--- config.mk ---
export PLATFORM = sky130hd
export DESIGN_NAME = tbat_ram
export DESIGN_NICKNAME = d
export VERILOG_FILES = /design/src/sv/tbat_ram.sv
export SDC_FILE = /design/constraint.sdc
export NUM_CORES = 1
export LEC_CHECK = 0
export BUFFER_PORTS_ARGS = -buffer_cell sky130_fd_sc_hd__buf_2
export CAP_MARGIN = 30
export CORE_MARGIN = 10
export CORE_UTILIZATION = 31
export CTS_CLUSTER_SIZE = 40
export DETAILED_ROUTE_END_ITERATION = 7
export PLACE_DENSITY = 0.56
export SYNTH_ARGS = -nofsm -noshare
export SYNTH_HDL_FRONTEND = slang
export SYNTH_SLANG_ARGS = --single-unit
--- constraint.sdc ---
create_clock -name clk -period 2.5 [get_ports clk]
set_input_delay 0.25 -clock clk [delete_from_list [all_inputs] [get_ports clk]]
set_output_delay 0.25 -clock clk [all_outputs]
set_load 0.02 [all_outputs]
--- src/sv/tbat_ram.sv ---
`timescale 1ns / 1ps
// ----------------------------------------------------------------------------
// tbat_ram
// Generic single-write, single-read RAM with registered read data.
// ----------------------------------------------------------------------------
module tbat_ram #(
  parameter  int WIDTH  = 8,
  parameter  int DEPTH  = 64,
  localparam int AW     = (DEPTH > 1) ? $clog2(DEPTH) : 1
) (
  input  logic             clk,
  input  logic             we,
  input  logic [AW-1:0]    waddr,
  input  logic [WIDTH-1:0] wdata,
  input  logic [AW-1:0]    raddr,
  output logic [WIDTH-1:0] rdata
);

  logic [WIDTH-1:0] mem [DEPTH];

  always_ff @(posedge clk) begin
    if (we) begin
      mem[waddr] <= wdata;
    end
    rdata <= mem[raddr];
  end

endmodule

==> After elaboration in Yosys (flattened, before gate mapping) <==
Memories as Yosys holds them, arrays and structs flattened. A register that Yosys moved wholly into a read port is not among the register bits.
Index checks and enable logic that the tools add are counted.
{ "op_classes": {"n_mux": 2} }
{ "op_table": {"columns": ["op", "count"], "rows": [
  ["1-bit 2-to-1 mux", 2]
]} }
{ "totals": {"inputBits": 22, "elab_cells": 3, "output_inout_bits": 8, "memories": 1, "regBits": 0, "mem_bits_rw": 512} }
{ "mem_list": {"columns": ["name", "words", "word_bits", "rd", "rd_ports_with_merged_regs", "wr", "line_no", "rtl"], "rows": [
  ["mem", 64, 8, 1, 1, 1, "19", "logic [WIDTH-1:0] mem [DEPTH];"]
]} }

==> Depth between registers and ports, before layout <==
{ "logic_depth": {"ltp_word": 2, "ltp_mapped": 9, "ltp_nobuf": 5} }

==> Worst setup path before layout <==
No wires, ideal clock.
{ "synth_path": {"path_type": "in2reg", "startpoint": "input raddr[1]", "endpoint": "register rdata[3], read port of mem", "path_slack_ps": 582, "path_buffers": 3, "arrival_ps": 1790, "required_ps": 2372, "cell_stages": 7, "setup_ps": 128, "cell_sequence": "buf_4 > buf_2 > buf_2 > mux4_2 > mux4_2 > o21ai_1 > o41ai_1"} }
{ "synth_rtl": {"columns": ["item", "line_no", "rtl"], "rows": [
  ["start, declared", "15", "input logic [AW-1:0] raddr,"],
  ["end, declared", "16", "output logic [WIDTH-1:0] rdata"]
]} }

==> impl_metrics.py <==
metrics = {
    "detailed_routing": {
        "viasPerCell": 4.93,
        "drtAntennaViolNets": 0,
        "dr_total_vias": 9886,
        "wl_um": 48600,
        "drc_errors": 0,
        "drtIter0Drc": 899,
        "avgRoutedWirePerCell_um": 24.2,
        "firstDrtPassIters": 5,
    },
    "outcome": {
        "outcome": "completed",
    },
    "yosys": {
        "syn_area_sq_um": 20200,
        "synth-simple-area-share_pct": 3.39,
        "ys_seq_area_share_pct": 77.0,
        "synthAdderAreaFrac_pct": 0,
        "yosys_register_bits": 520,
        "syn-instance-count": 940,
        "synth_nets": 962,
        "syn_avg_cell_area_sq_um": 21.5,
        "synth_edf_count": 512,
        "synth-xor-area-share_pct": 0,
        "synth_top_family_by_area": "multiplexers",
        "synth_compound_area_share_pct": 2.07,
        "ys_async_sr_fraction_pct": 0,
        "muxShareOfSynthArea_pct": 15.9,
        "ys.flop_type": "edfxtp_1",
        "yosysUniqueCellTypes": 40,
        "ys_warn_count": 0,
    },
    "die": {
        "die_x_um": 275,
        "ios": 30,
        "start_util_pct": 31.3,
        "die_area_sq_um": 75700,
        "die_h_um": 275,
        "rows": 93,
        "core_sq_um": 64500,
    },
    "setup_path": {
        "path_cells": "mux4_2 -> mux2_2 -> o221a_2 -> nor3_1 -> o32ai_1",
        "start_kind": "flip-flop",
        "path_max_fanout": 1,
        "crit_arrival_ns": 2.53,
        "crit_type": "reg -> reg",
        "worstPathRequired_ns": 2.97,
        "ff2ff_path_depth": 5,
        "crit_start": "mem[29][6]$_DFFE_PP_",
        "critical-path-max-stage-delay_ns": 0.47,
        "crit_slowest_cell": "mux4_2",
        "endpoint_kind": "flip-flop",
        "r2r-start": "mem[29][6]$_DFFE_PP_",
    },
    "global_routing": {
        "grt_max_degree": 41,
        "grt_usage_pct": 13.0,
        "overflow": 0,
        "first_global_vias": 10291,
        "antenna_found_initial": 5,
        "grt_pass1_wl_um": 72000,
    },
    "clock_network": {
        "clockRootBuffer": "clkbuf_16",
        "htreeDepth": 2,
        "clk_path_buf_depth": 3,
        "cts_setup_buffers": 0,
        "cts.sinks": 520,
        "cts_tree": "yes",
        "clkTransAtPathRegs_ns": 0.06,
        "clock_latency_ns": 0.59,
        "ctsResizeCount": 0,
        "holdBufCountCts": 0,
        "cts_inserted_buffers": 52,
    },
    "timing": {
        "slew_headroom_pct": 53.8,
        "fmax_mhz": 486,
        "hold_viol": 0,
        "tightest_slew_ns": 0.693,
        "setup_viol": 0,
        "skew_ns": 0.0157,
        "finalWorstSetupSlack_ns": 0.442,
        "min_period_ns": 2.06,
        "rsz0062_at_grt": "false",
        "drv_slew": 0,
        "finalCritPeriodShare_pct": 82.3,
    },
    "pwr": {
        "leakage_nw": 7.69,
        "vdd_ir_drop_max_uv": 529,
        "finalPower_mw": 18.7,
        "power.density_nw_per_um2": 779,
    },
    "hold_path": {
        "worstHoldStart": "raddr[5]",
        "hold_class": "in -> reg",
        "whs_path_depth": 3,
    },
    "finish": {
        "layout_commonest_cell": "edfxtp_1",
        "nets": 1134,
        "diodes": 0,
        "final_cell_mix": "edfxtp_1, buf_4, mux4_2, nor2_1, clkbuf_16",
        "utilization_pct": 37.3,
        "drive_above_1_share_pct": 33.6,
        "num-fill-cells": 5883,
        "area_delta_synth_final_pct": 19.1,
    },
    "placement": {
        "routabilityCongestion": 0.803,
        "portBuffers": 29,
        "detailed_place_hpwl_um": 32700,
        "dp_slack_ns": -0.0215,
    },
    "run": {
        "maxCapViolCount": 0,
    },
}
[cell families after synthesis]
logic type,after synthesis
and+or+nand+nor,153
muxes,162
buffers and inverters,51
AOI/OAI and AO/OA,54
DFF,520
[flip-flops by register name (all words and copies together) (netlist names)]
signal,cells
rdata,8
mem,512
[final timing paths]
| check | endpoint | slack [ns] |
|---|---|---|
| setup / recovery | rdata[6]$_DFF_P_ | 0.44 |
| hold / removal | rdata[6]$_DFF_P_ | 0.1 |
| setup reg to reg | rdata[6]$_DFF_P_ | 0.44 |
| hold reg to reg | rdata[2]$_DFF_P_ | 0.85 |
[power breakdown]
part / leakage (nW) / switching (mW) / total [mW] / internal (mW)
sequential: 4.67 / 0.0362 / 9.68 / 9.65
clock: 0.842 / 3.23 / 8.04 / 4.80
combinational: 2.17 / 0.589 / 0.990 / 0.401
[cell type report]
class                           count  area, sq um  area share, %
Clock buffer                       61         1360           5.65
Clock inverter                     31          402           1.67
Timing Repair Buffer              169         1350           5.61
Sequential cell                   520        15500           64.7
Multi-Input combinational cell    369         4320           18.0
Tap cell                          855         1070           4.45
[worst max-delay path: cells and delay by family, from the launching register on]
| kind | cells | cell delay (ns) |
|---|---|---|
| multiplexers | 2 | 0.75 |
| AND/OR/NAND/NOR | 1 | 0.39 |
| flip-flops | 1 | 0.36 |
| AO/OA/AOI/OAI | 2 | 0.43 |
[synthesized netlist by cell type (all sizes together) (4+ instances only)]
library cell	number	area share, %
o221ai	8	0.35
a211oi	4	0.15
a221oi	6	0.26
mux2i	23	1.1
buf	34	1.3
o22ai	8	0.25
mux4	126	14
edfxtp	512	76
mux2	13	0.73
dfxtp	8	0.79
nand2	19	0.35
clkbuf	17	0.32
nand2b	7	0.22
nor3	7	0.17
nor2	83	1.5
o21ai	4	0.099
nand3	13	0.32
nor2b	14	0.43
[routing by layer]
layer	GRT usage, %	up-vias	routed length [um]
met5	0	-	63
met4	3.11	10	858
met3	2.96	69	3290
met2	21.3	320	23800
met1	17.4	5224	20600
li1	-	4263	-
[metrics by stage]
stage,cell area (sq um),setup TNS [ns],hold slack [ns],cells
finish,24000,0,0.0991,2005
global route,24000,0,0.107,2005
CTS,24000,0,0.0609,2005
detailed placement,22300,-0.0215,0.696,1913
global placement,22200,0,0.700,1912
floorplan,20200,0,0.349,940
(Power assumes the default switching activity.)
